**src/rtl/core/slr_pkg.sv**
```systemverilog
`timescale 1ns / 1ps
// ----------------------------------------------------------------------------
// slr_pkg
// Shared types and constants of the slope line rasteriser.
// ----------------------------------------------------------------------------
package slr_pkg;

   localparam int SCREEN_WIDTH = 320;

   localparam int X_W    = 9;
   localparam int Y_W    = 8;
   localparam int ADDR_W = 16;
   localparam int COL_W  = 8;

   localparam logic [ADDR_W-1:0] SCREEN_WIDTH_C = ADDR_W'(SCREEN_WIDTH);

   // divider: one quotient bit per cycle over the magnitude of dy
   localparam int DIV_STEPS = Y_W;
   localparam int DIV_CNT_W = $clog2(DIV_STEPS);

   localparam logic MODE_START   = 1'b0;
   localparam logic MODE_ADVANCE = 1'b1;

   typedef enum logic [1:0] {
      PH_IDLE  = 2'd0,
      PH_BODY  = 2'd1,
      PH_START = 2'd2,
      PH_END   = 2'd3
   } slr_phase_type;

   typedef enum logic [1:0] {
      KIND_VERT  = 2'd0,
      KIND_HORZ  = 2'd1,
      KIND_SLOPE = 2'd2
   } slr_kind_type;

   typedef enum logic [1:0] {
      CTL_ACCEPT = 2'd0,
      CTL_DIVIDE = 2'd1,
      CTL_FIXUP  = 2'd2
   } slr_ctl_state_type;

   typedef struct packed {
      logic load;
      logic advance;
      logic div_step;
      logic div_finish;
   } slr_cmd_type;

   typedef struct packed {
      logic out_valid;
   } slr_status_type;

endpackage

```
**src/rtl/core/slr_req_if.sv**
```systemverilog
`timescale 1ns / 1ps
// ----------------------------------------------------------------------------
// slr_req_if
// Request channel: line start and advance transactions.
// ----------------------------------------------------------------------------
interface slr_req_if;
   logic                     valid;
   logic                     ready;
   logic                     mode;
   logic [slr_pkg::X_W-1:0]  first_x;
   logic [slr_pkg::Y_W-1:0]  first_y;
   logic [slr_pkg::X_W-1:0]  second_x;
   logic [slr_pkg::Y_W-1:0]  second_y;
   logic [slr_pkg::COL_W-1:0] line_color;

   modport source (output valid, mode, first_x, first_y, second_x, second_y, line_color,
                   input ready);
   modport sink   (input valid, mode, first_x, first_y, second_x, second_y, line_color,
                   output ready);
endinterface

```
**src/rtl/core/slr_rsp_if.sv**
```systemverilog
`timescale 1ns / 1ps
// ----------------------------------------------------------------------------
// slr_rsp_if
// Response channel: one framebuffer write per transaction.
// ----------------------------------------------------------------------------
interface slr_rsp_if;
   logic                       valid;
   logic                       ready;
   logic [slr_pkg::ADDR_W-1:0] pixel_address;
   logic [slr_pkg::COL_W-1:0]  pixel_color;
   logic                       last_pixel;

   modport source (output valid, pixel_address, pixel_color, last_pixel, input ready);
   modport sink   (input valid, pixel_address, pixel_color, last_pixel, output ready);
endinterface

```
**src/rtl/core/slr_controller.sv**
```systemverilog
`timescale 1ns / 1ps
// ----------------------------------------------------------------------------
// slr_controller
// Handshake control and sequencing of the slope divider after a line start.
// ----------------------------------------------------------------------------
module slr_controller (
   input  logic                    clock,
   input  logic                    reset,
   input  logic                    req_valid,
   input  logic                    req_mode,
   input  logic                    rsp_ready,
   input  slr_pkg::slr_status_type status,
   output logic                    req_ready,
   output slr_pkg::slr_cmd_type    cmd
);

   slr_pkg::slr_ctl_state_type    state_ff, state_in;
   logic [slr_pkg::DIV_CNT_W-1:0] count_ff, count_in;
   logic                          accept;

   always_ff @(posedge clock) begin
      if (reset) begin
         state_ff <= slr_pkg::CTL_ACCEPT;
         count_ff <= '0;
      end else begin
         state_ff <= state_in;
         count_ff <= count_in;
      end
   end

   always_comb begin
      state_in       = state_ff;
      count_in       = count_ff;
      req_ready      = 1'b0;
      accept         = 1'b0;
      cmd.load       = 1'b0;
      cmd.advance    = 1'b0;
      cmd.div_step   = 1'b0;
      cmd.div_finish = 1'b0;
      case (state_ff)
         slr_pkg::CTL_ACCEPT: begin
            // take a transaction only when the output register can hold its result
            req_ready   = !status.out_valid || rsp_ready;
            accept      = req_valid && req_ready;
            cmd.load    = accept && (req_mode == slr_pkg::MODE_START);
            cmd.advance = accept && (req_mode == slr_pkg::MODE_ADVANCE);
            if (cmd.load) begin
               state_in = slr_pkg::CTL_DIVIDE;
               count_in = '0;
            end
         end
         slr_pkg::CTL_DIVIDE: begin
            cmd.div_step = 1'b1;
            count_in     = count_ff + 1'b1;
            if (count_ff == slr_pkg::DIV_CNT_W'(slr_pkg::DIV_STEPS - 1)) begin
               state_in = slr_pkg::CTL_FIXUP;
            end
         end
         slr_pkg::CTL_FIXUP: begin
            cmd.div_finish = 1'b1;
            state_in       = slr_pkg::CTL_ACCEPT;
         end
         default: begin
            state_in = slr_pkg::CTL_ACCEPT;
         end
      endcase
   end

   a_busy_no_ready: assert property (@(posedge clock) disable iff (reset)
      (state_ff != slr_pkg::CTL_ACCEPT) |-> !req_ready)
      else $error("request accepted while the divider runs");

   a_load_divides: assert property (@(posedge clock) disable iff (reset)
      cmd.load |=> (state_ff == slr_pkg::CTL_DIVIDE) && (count_ff == '0))
      else $error("line start did not launch the divider");

   a_divide_length: assert property (@(posedge clock) disable iff (reset)
      (state_ff == slr_pkg::CTL_DIVIDE) && (count_ff == slr_pkg::DIV_CNT_W'(slr_pkg::DIV_STEPS - 1))
      |=> (state_ff == slr_pkg::CTL_FIXUP))
      else $error("divider did not finish after its last step");

   a_single_cmd: assert property (@(posedge clock) disable iff (reset)
      $onehot0({cmd.load, cmd.advance, cmd.div_step, cmd.div_finish}))
      else $error("conflicting datapath commands");

endmodule

```
**src/rtl/core/slr_datapath.sv**
```systemverilog
`timescale 1ns / 1ps
// ----------------------------------------------------------------------------
// slr_datapath
// Endpoint registers, slope divider, incremental y stepping and output register.
// ----------------------------------------------------------------------------
module slr_datapath (
   input  logic                         clock,
   input  logic                         reset,
   input  slr_pkg::slr_cmd_type         cmd,
   input  logic [slr_pkg::X_W-1:0]      req_first_x,
   input  logic [slr_pkg::Y_W-1:0]      req_first_y,
   input  logic [slr_pkg::X_W-1:0]      req_second_x,
   input  logic [slr_pkg::Y_W-1:0]      req_second_y,
   input  logic [slr_pkg::COL_W-1:0]    req_line_color,
   input  logic                         rsp_ready,
   output slr_pkg::slr_status_type      status,
   output logic                         rsp_valid,
   output logic [slr_pkg::ADDR_W-1:0]   rsp_pixel_address,
   output logic [slr_pkg::COL_W-1:0]    rsp_pixel_color,
   output logic                         rsp_last_pixel
);

   localparam int XW = slr_pkg::X_W;
   localparam int YW = slr_pkg::Y_W;
   localparam int AW = slr_pkg::ADDR_W;
   localparam int CW = slr_pkg::COL_W;

   // control state
   slr_pkg::slr_phase_type phase_ff, phase_in;
   slr_pkg::slr_kind_type  kind_ff, kind_in;
   logic [XW-1:0]          pos_ff, pos_in;
   logic [XW-1:0]          limit_ff, limit_in;
   logic [XW-1:0]          x0_ff, x0_in, x1_ff, x1_in;
   logic [YW-1:0]          y0_ff, y0_in, y1_ff, y1_in;
   logic [CW-1:0]          color_ff, color_in;
   logic                   out_valid_ff, out_valid_in;

   // payload
   logic [XW-1:0]          dvsr_ff, dvsr_in;
   logic                   neg_ff, neg_in;
   logic [XW-1:0]          div_rem_ff, div_rem_in;
   logic [YW-1:0]          div_quo_ff, div_quo_in;
   logic [YW-1:0]          step_q_ff, step_q_in;
   logic [XW-1:0]          step_r_ff, step_r_in;
   logic [YW-1:0]          ycur_ff, ycur_in;
   logic [XW-1:0]          frac_ff, frac_in;
   logic [AW-1:0]          addr_ff, addr_in;
   logic [CW-1:0]          out_color_ff, out_color_in;
   logic                   last_ff, last_in;

   // combinational helpers
   logic                   ascend;
   logic                   dy_neg;
   logic [YW-1:0]          dy_mag;
   logic [XW-1:0]          span_a, span_b;
   logic [XW:0]            trial;
   logic                   trial_ge;
   logic [XW:0]            frac_sum;
   logic                   frac_wrap;
   logic                   in_body;
   logic [XW-1:0]          pix_x;
   logic [YW-1:0]          pix_y;

   always_ff @(posedge clock) begin
      if (reset) begin
         phase_ff     <= slr_pkg::PH_IDLE;
         kind_ff      <= slr_pkg::KIND_VERT;
         pos_ff       <= '0;
         limit_ff     <= '0;
         x0_ff        <= '0;
         y0_ff        <= '0;
         x1_ff        <= '0;
         y1_ff        <= '0;
         color_ff     <= '0;
         out_valid_ff <= 1'b0;
      end else begin
         phase_ff     <= phase_in;
         kind_ff      <= kind_in;
         pos_ff       <= pos_in;
         limit_ff     <= limit_in;
         x0_ff        <= x0_in;
         y0_ff        <= y0_in;
         x1_ff        <= x1_in;
         y1_ff        <= y1_in;
         color_ff     <= color_in;
         out_valid_ff <= out_valid_in;
      end
   end

   always_ff @(posedge clock) begin
      dvsr_ff      <= dvsr_in;
      neg_ff       <= neg_in;
      div_rem_ff   <= div_rem_in;
      div_quo_ff   <= div_quo_in;
      step_q_ff    <= step_q_in;
      step_r_ff    <= step_r_in;
      ycur_ff      <= ycur_in;
      frac_ff      <= frac_in;
      addr_ff      <= addr_in;
      out_color_ff <= out_color_in;
      last_ff      <= last_in;
   end

   always_comb begin
      ascend   = req_first_x < req_second_x;
      dy_neg   = req_second_y < req_first_y;
      dy_mag   = dy_neg ? (req_first_y - req_second_y) : (req_second_y - req_first_y);
      if (req_first_x == req_second_x) begin
         span_a = XW'(req_first_y);
         span_b = XW'(req_second_y);
      end else begin
         span_a = req_first_x;
         span_b = req_second_x;
      end

      trial    = {div_rem_ff, div_quo_ff[YW-1]};
      trial_ge = trial >= {1'b0, dvsr_ff};

      frac_sum  = {1'b0, frac_ff} + {1'b0, step_r_ff};
      frac_wrap = frac_sum >= {1'b0, dvsr_ff};

      in_body = (phase_ff == slr_pkg::PH_BODY) && (pos_ff < limit_ff);
      case (kind_ff)
         slr_pkg::KIND_VERT: begin
            pix_x = x0_ff;
            pix_y = pos_ff[YW-1:0];
         end
         slr_pkg::KIND_HORZ: begin
            pix_x = pos_ff;
            pix_y = y0_ff;
         end
         default: begin
            pix_x = pos_ff;
            pix_y = ycur_ff;
         end
      endcase
   end

   always_comb begin
      phase_in     = phase_ff;
      kind_in      = kind_ff;
      pos_in       = pos_ff;
      limit_in     = limit_ff;
      x0_in        = x0_ff;
      y0_in        = y0_ff;
      x1_in        = x1_ff;
      y1_in        = y1_ff;
      color_in     = color_ff;
      dvsr_in      = dvsr_ff;
      neg_in       = neg_ff;
      div_rem_in   = div_rem_ff;
      div_quo_in   = div_quo_ff;
      step_q_in    = step_q_ff;
      step_r_in    = step_r_ff;
      ycur_in      = ycur_ff;
      frac_in      = frac_ff;
      addr_in      = addr_ff;
      out_color_in = out_color_ff;
      last_in      = last_ff;
      out_valid_in = out_valid_ff && !rsp_ready;

      if (cmd.load) begin
         x0_in      = req_first_x;
         y0_in      = req_first_y;
         x1_in      = req_second_x;
         y1_in      = req_second_y;
         color_in   = req_line_color;
         if (req_first_x == req_second_x) begin
            kind_in = slr_pkg::KIND_VERT;
         end else if (req_first_y == req_second_y) begin
            kind_in = slr_pkg::KIND_HORZ;
         end else begin
            kind_in = slr_pkg::KIND_SLOPE;
         end
         pos_in     = (span_a < span_b) ? span_a : span_b;
         limit_in   = (span_a < span_b) ? span_b : span_a;
         phase_in   = slr_pkg::PH_BODY;
         dvsr_in    = ascend ? (req_second_x - req_first_x) : (req_first_x - req_second_x);
         neg_in     = dy_neg ^ !ascend;
         div_rem_in = '0;
         div_quo_in = dy_mag;
         ycur_in    = ascend ? req_first_y : req_second_y;
         frac_in    = '0;
      end

      if (cmd.div_step) begin
         div_rem_in = trial_ge ? XW'(trial - {1'b0, dvsr_ff}) : trial[XW-1:0];
         div_quo_in = {div_quo_ff[YW-2:0], trial_ge};
      end

      if (cmd.div_finish) begin
         // floor division of the signed per-column step
         if (!neg_ff) begin
            step_q_in = div_quo_ff;
            step_r_in = div_rem_ff;
         end else if (div_rem_ff != '0) begin
            step_q_in = ~div_quo_ff;
            step_r_in = dvsr_ff - div_rem_ff;
         end else begin
            step_q_in = YW'(0) - div_quo_ff;
            step_r_in = '0;
         end
      end

      if (cmd.advance && (phase_ff != slr_pkg::PH_IDLE)) begin
         out_valid_in = 1'b1;
         out_color_in = color_ff;
         last_in      = 1'b0;
         if (in_body) begin
            addr_in = AW'(slr_pkg::SCREEN_WIDTH_C * AW'(pix_y)) + AW'(pix_x);
            pos_in  = pos_ff + 1'b1;
            frac_in = frac_wrap ? XW'(frac_sum - {1'b0, dvsr_ff}) : frac_sum[XW-1:0];
            ycur_in = ycur_ff + step_q_ff + YW'(frac_wrap);
         end else if (phase_ff != slr_pkg::PH_END) begin
            addr_in  = AW'(slr_pkg::SCREEN_WIDTH_C * AW'(y0_ff)) + AW'(x0_ff);
            phase_in = slr_pkg::PH_END;
         end else begin
            addr_in  = AW'(slr_pkg::SCREEN_WIDTH_C * AW'(y1_ff)) + AW'(x1_ff);
            last_in  = 1'b1;
            phase_in = slr_pkg::PH_IDLE;
         end
      end
   end

   assign status.out_valid  = out_valid_ff;
   assign rsp_valid         = out_valid_ff;
   assign rsp_pixel_address = addr_ff;
   assign rsp_pixel_color   = out_color_ff;
   assign rsp_last_pixel    = last_ff;

   a_end_closes: assert property (@(posedge clock) disable iff (reset)
      cmd.advance && (phase_ff == slr_pkg::PH_END)
      |=> out_valid_ff && last_ff && (phase_ff == slr_pkg::PH_IDLE))
      else $error("end pixel did not close the line");

   a_frac_bound: assert property (@(posedge clock) disable iff (reset)
      (phase_ff == slr_pkg::PH_BODY) && (kind_ff == slr_pkg::KIND_SLOPE)
      |-> (frac_ff < dvsr_ff))
      else $error("slope remainder out of range");

   a_idle_silent: assert property (@(posedge clock) disable iff (reset)
      cmd.advance && (phase_ff == slr_pkg::PH_IDLE) && !out_valid_ff |=> !out_valid_ff)
      else $error("write produced with no active line");

   a_body_span: assert property (@(posedge clock) disable iff (reset)
      (phase_ff == slr_pkg::PH_BODY) |-> (pos_ff <= limit_ff))
      else $error("body position ran past its limit");

endmodule

```
**src/rtl/core/slope_line_rasterizer.sv**
```systemverilog
`timescale 1ns / 1ps
// ----------------------------------------------------------------------------
// slope_line_rasterizer
// Line engine for a byte-per-pixel framebuffer, one write per advance on an active line.
// ----------------------------------------------------------------------------
// Usage:
//   req_chan carries start transactions (mode 0: endpoints and colour) and
//   advance transactions (mode 1). rsp_chan carries framebuffer writes:
//   address = SCREEN_WIDTH * y + x (modulo 2^16), colour and a last flag.
//   A start produces no write; the block then runs 8 divider steps for the
//   slope and 1 fix-up with req_chan.ready low. While a line is active, an
//   accepted advance puts its write in the output register on the next
//   cycle, so advances sustain one pixel per cycle while rsp_chan takes
//   every write. Body pixels come first, then the start point, then the
//   end point flagged last_pixel.
//   An advance with no active line is accepted and dropped.
//   Reset (synchronous) clears the line state and the output valid flag.
//   When rsp_chan stalls, the pending write holds and req_chan.ready drops
//   until it is taken; a new transaction enters in the cycle it leaves.
// ----------------------------------------------------------------------------
module slope_line_rasterizer (
   input  logic       clock,
   input  logic       reset,
   slr_req_if.sink    req_chan,
   slr_rsp_if.source  rsp_chan
);

   slr_pkg::slr_cmd_type    cmd;
   slr_pkg::slr_status_type status;

   slr_controller u_ctl (
      .clock     (clock),
      .reset     (reset),
      .req_valid (req_chan.valid),
      .req_mode  (req_chan.mode),
      .rsp_ready (rsp_chan.ready),
      .status    (status),
      .req_ready (req_chan.ready),
      .cmd       (cmd)
   );

   slr_datapath u_dp (
      .clock             (clock),
      .reset             (reset),
      .cmd               (cmd),
      .req_first_x       (req_chan.first_x),
      .req_first_y       (req_chan.first_y),
      .req_second_x      (req_chan.second_x),
      .req_second_y      (req_chan.second_y),
      .req_line_color    (req_chan.line_color),
      .rsp_ready         (rsp_chan.ready),
      .status            (status),
      .rsp_valid         (rsp_chan.valid),
      .rsp_pixel_address (rsp_chan.pixel_address),
      .rsp_pixel_color   (rsp_chan.pixel_color),
      .rsp_last_pixel    (rsp_chan.last_pixel)
   );

endmodule

```
**src/flat_wrapper.sv**
```systemverilog
// flat-port wrapper written by rule: the top's interface ports become plain ports
module slope_line_rasterizer_flat 
  (clock, reset, req_chan_valid, req_chan_mode, req_chan_first_x, req_chan_first_y, req_chan_second_x, req_chan_second_y, req_chan_line_color, req_chan_ready, rsp_chan_valid, rsp_chan_pixel_address, rsp_chan_pixel_color, rsp_chan_last_pixel, rsp_chan_ready);
  slr_req_if req_chan_i ();
  slr_rsp_if rsp_chan_i ();
  input  logic clock;
  input  logic reset;
  input wire logic [$bits(req_chan_i.valid)-1:0] req_chan_valid;
  input wire logic [$bits(req_chan_i.mode)-1:0] req_chan_mode;
  input wire logic [$bits(req_chan_i.first_x)-1:0] req_chan_first_x;
  input wire logic [$bits(req_chan_i.first_y)-1:0] req_chan_first_y;
  input wire logic [$bits(req_chan_i.second_x)-1:0] req_chan_second_x;
  input wire logic [$bits(req_chan_i.second_y)-1:0] req_chan_second_y;
  input wire logic [$bits(req_chan_i.line_color)-1:0] req_chan_line_color;
  output wire logic [$bits(req_chan_i.ready)-1:0] req_chan_ready;
  output wire logic [$bits(rsp_chan_i.valid)-1:0] rsp_chan_valid;
  output wire logic [$bits(rsp_chan_i.pixel_address)-1:0] rsp_chan_pixel_address;
  output wire logic [$bits(rsp_chan_i.pixel_color)-1:0] rsp_chan_pixel_color;
  output wire logic [$bits(rsp_chan_i.last_pixel)-1:0] rsp_chan_last_pixel;
  input wire logic [$bits(rsp_chan_i.ready)-1:0] rsp_chan_ready;
  assign req_chan_i.valid = req_chan_valid;
  assign req_chan_i.mode = req_chan_mode;
  assign req_chan_i.first_x = req_chan_first_x;
  assign req_chan_i.first_y = req_chan_first_y;
  assign req_chan_i.second_x = req_chan_second_x;
  assign req_chan_i.second_y = req_chan_second_y;
  assign req_chan_i.line_color = req_chan_line_color;
  assign req_chan_ready = req_chan_i.ready;
  assign rsp_chan_valid = rsp_chan_i.valid;
  assign rsp_chan_pixel_address = rsp_chan_i.pixel_address;
  assign rsp_chan_pixel_color = rsp_chan_i.pixel_color;
  assign rsp_chan_last_pixel = rsp_chan_i.last_pixel;
  assign rsp_chan_i.ready = rsp_chan_ready;
  slope_line_rasterizer u_core (.clock(clock), .reset(reset), .req_chan(req_chan_i), .rsp_chan(rsp_chan_i));
endmodule
```
**config.mk**
```make
export PLATFORM = sky130hd
export DESIGN_NAME = slope_line_rasterizer_flat
export DESIGN_NICKNAME = d
export VERILOG_FILES = /design/src/rtl/core/slr_pkg.sv /design/src/rtl/core/slr_req_if.sv /design/src/rtl/core/slr_rsp_if.sv /design/src/rtl/core/slr_controller.sv /design/src/rtl/core/slr_datapath.sv /design/src/rtl/core/slope_line_rasterizer.sv /design/src/flat_wrapper.sv
export SDC_FILE = /design/constraint.sdc
export NUM_CORES = 1
export LEC_CHECK = 0
export BUFFER_PORTS_ARGS = -buffer_cell sky130_fd_sc_hd__buf_4
export CELL_PAD_IN_SITES_DETAIL_PLACEMENT = 0
export CELL_PAD_IN_SITES_GLOBAL_PLACEMENT = 2
export CORE_AREA = 2 2 178 180
export CTS_CLUSTER_SIZE = 24
export DETAILED_ROUTE_END_ITERATION = 12
export DIE_AREA = 0 0 180 182
export PLACE_DENSITY = 0.88
export SKIP_LAST_GASP = 1
export SLEW_MARGIN = 20
export SYNTH_ARGS = -nofsm -noshare
export SYNTH_HDL_FRONTEND = slang
export SYNTH_SLANG_ARGS = --single-unit
```
**constraint.sdc**
```tcl
create_clock -name clock -period 6.09 [get_ports clock]
set_input_delay 1.218 -clock clock [delete_from_list [all_inputs] [get_ports clock]]
set_output_delay 1.218 -clock clock [all_outputs]
set_load 0.02 [all_outputs]
```
==> flow_metrics.env <==
export IMPL_status="completed"
export IMPL_grt_pass1_wl_um=52000
export IMPL_drc=0
export IMPL_critical_path_buf_inv_count=1
export IMPL_synth_top_area_share_pct=17.4
export IMPL_min_period_over_period_pct=75.9
export IMPL_crit_arrival_ps=4970
export IMPL_endpoint_kind="flop"
export IMPL_fin_skew_ps=13.9
export IMPL_finalMaxSlewViolations=0
export IMPL_n_antenna_cell=0
export IMPL_io_buffers=73
export IMPL_avgRoutedWirePerCell_um=18.2
export IMPL_synth_area_leaders="edfxtp_1, dfxtp_1, ha_1"
export IMPL_start_kind="flop"
export IMPL_grt_usage_pct=20.4
export IMPL_grt_start_max_net_pins=71
export IMPL_syn_inst=1356
export IMPL_yosys_area_top_type="edfxtp_1"
export IMPL_seq_power_share_pct=38.7
export IMPL_dr_pass1_iters=6
export IMPL_clock_path_buffers=2
export IMPL_intPower_mw=2.13
export IMPL_worstHoldPathType="flop to flop"
export IMPL_io_pins=74
export IMPL_p_sw_share_pct=33.6
export IMPL_drive_gt1_share_pct=10.3
export IMPL_vias_per_cell=5.31
export IMPL_synth_edff_count=69
export IMPL_crit_required_ps=6430
export IMPL_rows=65
export IMPL_setup_ws_ps=1470
export IMPL_h_tree_depth=4
export IMPL_ys_warn_count=0
export IMPL_relSlewSlack_pct=40.8
export IMPL_ant_nets=0
export IMPL_yosysMostFrequentCell="nand2_1"
export IMPL_critPathSlowestCell="or4_1"
export IMPL_critPathKind="flop to flop"
export IMPL_synth_nets=1556
export IMPL_grt_pass1_vias=9391
export IMPL_grt_overflow_total=0
export IMPL_p_switching_mw=1.08
export IMPL_p_per_area_nw_per_um2=238
export IMPL_clock_fmax_ghz=0.216
export IMPL_vdd_drop_max_mv=0.158
export IMPL_grt_use_met1_pct=28.4
export IMPL_gr_usage_met3_pct=3.93
export IMPL_setup_tns_ps=0
export IMPL_cts_hold_buffers_added=0
export IMPL_slowest_delay_ps=450
export IMPL_critPathTopFamily="adder cells"
export IMPL_p_leak_nw=5.72
export IMPL_seq_area_frac_synth_pct=32.0
export IMPL_gp_congestion=0.877
export IMPL_path_clk_slew_ps=80
export IMPL_nFillCells=3058
export IMPL_die_area_um2=32800
export IMPL_rsz0062_at_grt="false"
export IMPL_dpl_hpwl_um=25300
export IMPL_synth_main_ff_cell="dfxtp_1"
export IMPL_clkSinkCount=156
export IMPL_maxCapViolCount=0
export IMPL_cts_tree="yes"
export IMPL_power_mw=3.21
export IMPL_synthArstFlopShare_pct=0
export IMPL_area_growth_pct=12.9
export IMPL_hold_viol=0
export IMPL_period_minus_slack_ps=4620
export IMPL_critPathMaxFanout=4
export IMPL_ys_ff_latch=156
export IMPL_core_area_um2=31000
export IMPL_syn_area_um2=11900
export IMPL_post_cts_buffers=0
export IMPL_grt_antenna_before_repair=0
export IMPL_synth_area_per_cell_um2=8.79
export IMPL_worst_pin_slew_ps=882
export IMPL_synthTopCellsByCount="nand2_1, ha_1, inv_1"
export IMPL_dr_first_iter_drc_count=526
export IMPL_post_cts_resized=0
export IMPL_use_met2_pct=31.9
export IMPL_initial_utilization_pct=38.5
export IMPL_cts_buffers=17
export IMPL_busiest_layer="met2"
export IMPL_vias=9673
export IMPL_setup_viol=0
export IMPL_synth_distinct_cells=69
export IMPL_path_cells="ha_1 -> a211oi_1 -> o21bai_1 -> or4_1 -> nand2_1 -> xnor2_1 -> ha_1 -> nand4_1 -> nor2_1 -> a2111oi_2 -> o21ai_1 -> inv_1 -> fa_1 -> fa_1 -> nor2b_1 -> o21ai_0 -> nand2b_1 -> a21o_1 -> a21oi_1 -> xnor2_1 -> a21o_1"
export IMPL_comb_power_share_pct=26.1
export IMPL_die_w_um=180
export IMPL_fin_nets=1605
export IMPL_wirelength_um=33100
export IMPL_die_h_um=182
export IMPL_insertion_delay_ps=450
export IMPL_root_buffer="clkbuf_16"
export IMPL_p_clk_share_pct=35.2
export IMPL_place_ws_ps=997
==> layout make-up <==
cell class                      instances  area, um2  share of cell area, %
Clock buffer                           17        425                   3.16
Multi-Input combinational cell       1028       7440                   55.3
Clock inverter                         15        198                   1.47
Inverter                              119        447                   3.32
Timing Repair Buffer                   83        623                   4.63
Tap cell                              402        503                   3.74
Sequential cell                       156       3810                   28.4
==> worst register-to-register path, cell delays in order, from the launching register on <==
cell       delay, ps
edfxtp_1         430
ha_1             330
a211oi_1         210
o21bai_1         130
or4_1            450
nand2_1          100
xnor2_1           90
ha_1             370
nand4_1          150
nor2_1           190
a2111oi_2         90
o21ai_1          210
inv_1            110
fa_1             420
fa_1             430
nor2b_1          130
o21ai_0           80
nand2b_1         110
a21o_1           130
a21oi_1           70
xnor2_1          120
a21o_1           170
==> path summary, 6_finish.rpt <==
kind | end | slack (ps) | cells after the start | start
worst max register to register | u_core.u_dp.ycur_ff[6]$_DFF_P_ | 1470 | 21 | u_core.u_dp.step_r_ff[1]$_DFFE_PN_
worst min register to register | u_core.u_dp.rsp_pixel_color[3]$_DFFE_PP_ | 440 | 0 | u_core.u_dp.color_ff[3]$_SDFFE_PP0P_
worst max-delay path | u_core.u_dp.ycur_ff[6]$_DFF_P_ | 1470 | 21 | u_core.u_dp.step_r_ff[1]$_DFFE_PN_
worst min-delay path | u_core.u_dp.rsp_pixel_color[3]$_DFFE_PP_ | 440 | 0 | u_core.u_dp.color_ff[3]$_SDFFE_PP0P_
==> kinds of logic after synthesis <==
family	Yosys count	synth area share [%]
flip-flops	156	32.0
buffers and inverters	172	5.72
AO/OA/AOI/OAI	345	18.4
AND/OR/NAND/NOR	377	14.7
multiplexers	70	5.99
adder cells (fa/ha/maj)	153	17.1
XOR/XNOR	83	6.10
==> layer usage <==
layer / wire, um / up-vias / share of wire, %
li1: - / 4912 / -
met1: 16100 / 4508 / 49
met2: 14600 / 218 / 44
met3: 1710 / 35 / 5.2
met4: 650 / 0 / 2.0
met5: 0 / - / 0
==> registers in the layout (all words and copies together) (netlist names), 9 cells and up <==
name and count:
u_core.u_dp.x1_ff 9, u_core.u_dp.step_r_ff 9, u_core.u_dp.dvsr_ff 9, u_core.u_dp.limit_ff 9, u_core.u_dp.pos_ff 9, u_core.u_dp.rsp_pixel_address 16, u_core.u_dp.x0_ff 9, u_core.u_dp.frac_ff 9
u_core.u_dp.div_rem_ff 9
==> layout by cell type, fill, tap and decap left out, types with 13 or more instances in the layout <==
cell type / count
o21ai_0: 73
nand2_1: 157
nand3_1: 24
nor3_1: 15
a21oi_1: 112
fa_1: 16
nor2_1: 86
mux2i_1: 60
o211ai_1: 16
inv_1: 117
nor2b_1: 21
dfxtp_1: 87
a31oi_1: 13
xnor2_1: 57
clkbuf_16: 17
ha_1: 137
a21o_1: 32
buf_4: 83
edfxtp_1: 69
xor2_1: 26
a211oi_1: 18
==> power groups by stage <==
stage          registers, mW  logic [mW]  clock network (mW)
2_1_floorplan           1.24       0.625                   0
3_3_place_gp            1.26       0.828                   0
3_5_place_dp            1.27       0.832                   0
4_1_cts                 1.24       0.838                1.15
5_1_grt                 1.25       0.942                1.19
6_report                1.24       0.836                1.13
==> through the flow <==
step                std cells  hold WS, ps  utilization, %  cell area, um2
floorplan                1356          408               -           11900
global placement         1788          411            41.4           12800
detailed placement       1788          422            41.4           12800
CTS                      1820          440            43.4           13400
global route             1820          446            43.4           13400
finish                   1820          439            43.4           13400
Note: power is estimated with default switching activity, not from simulation.
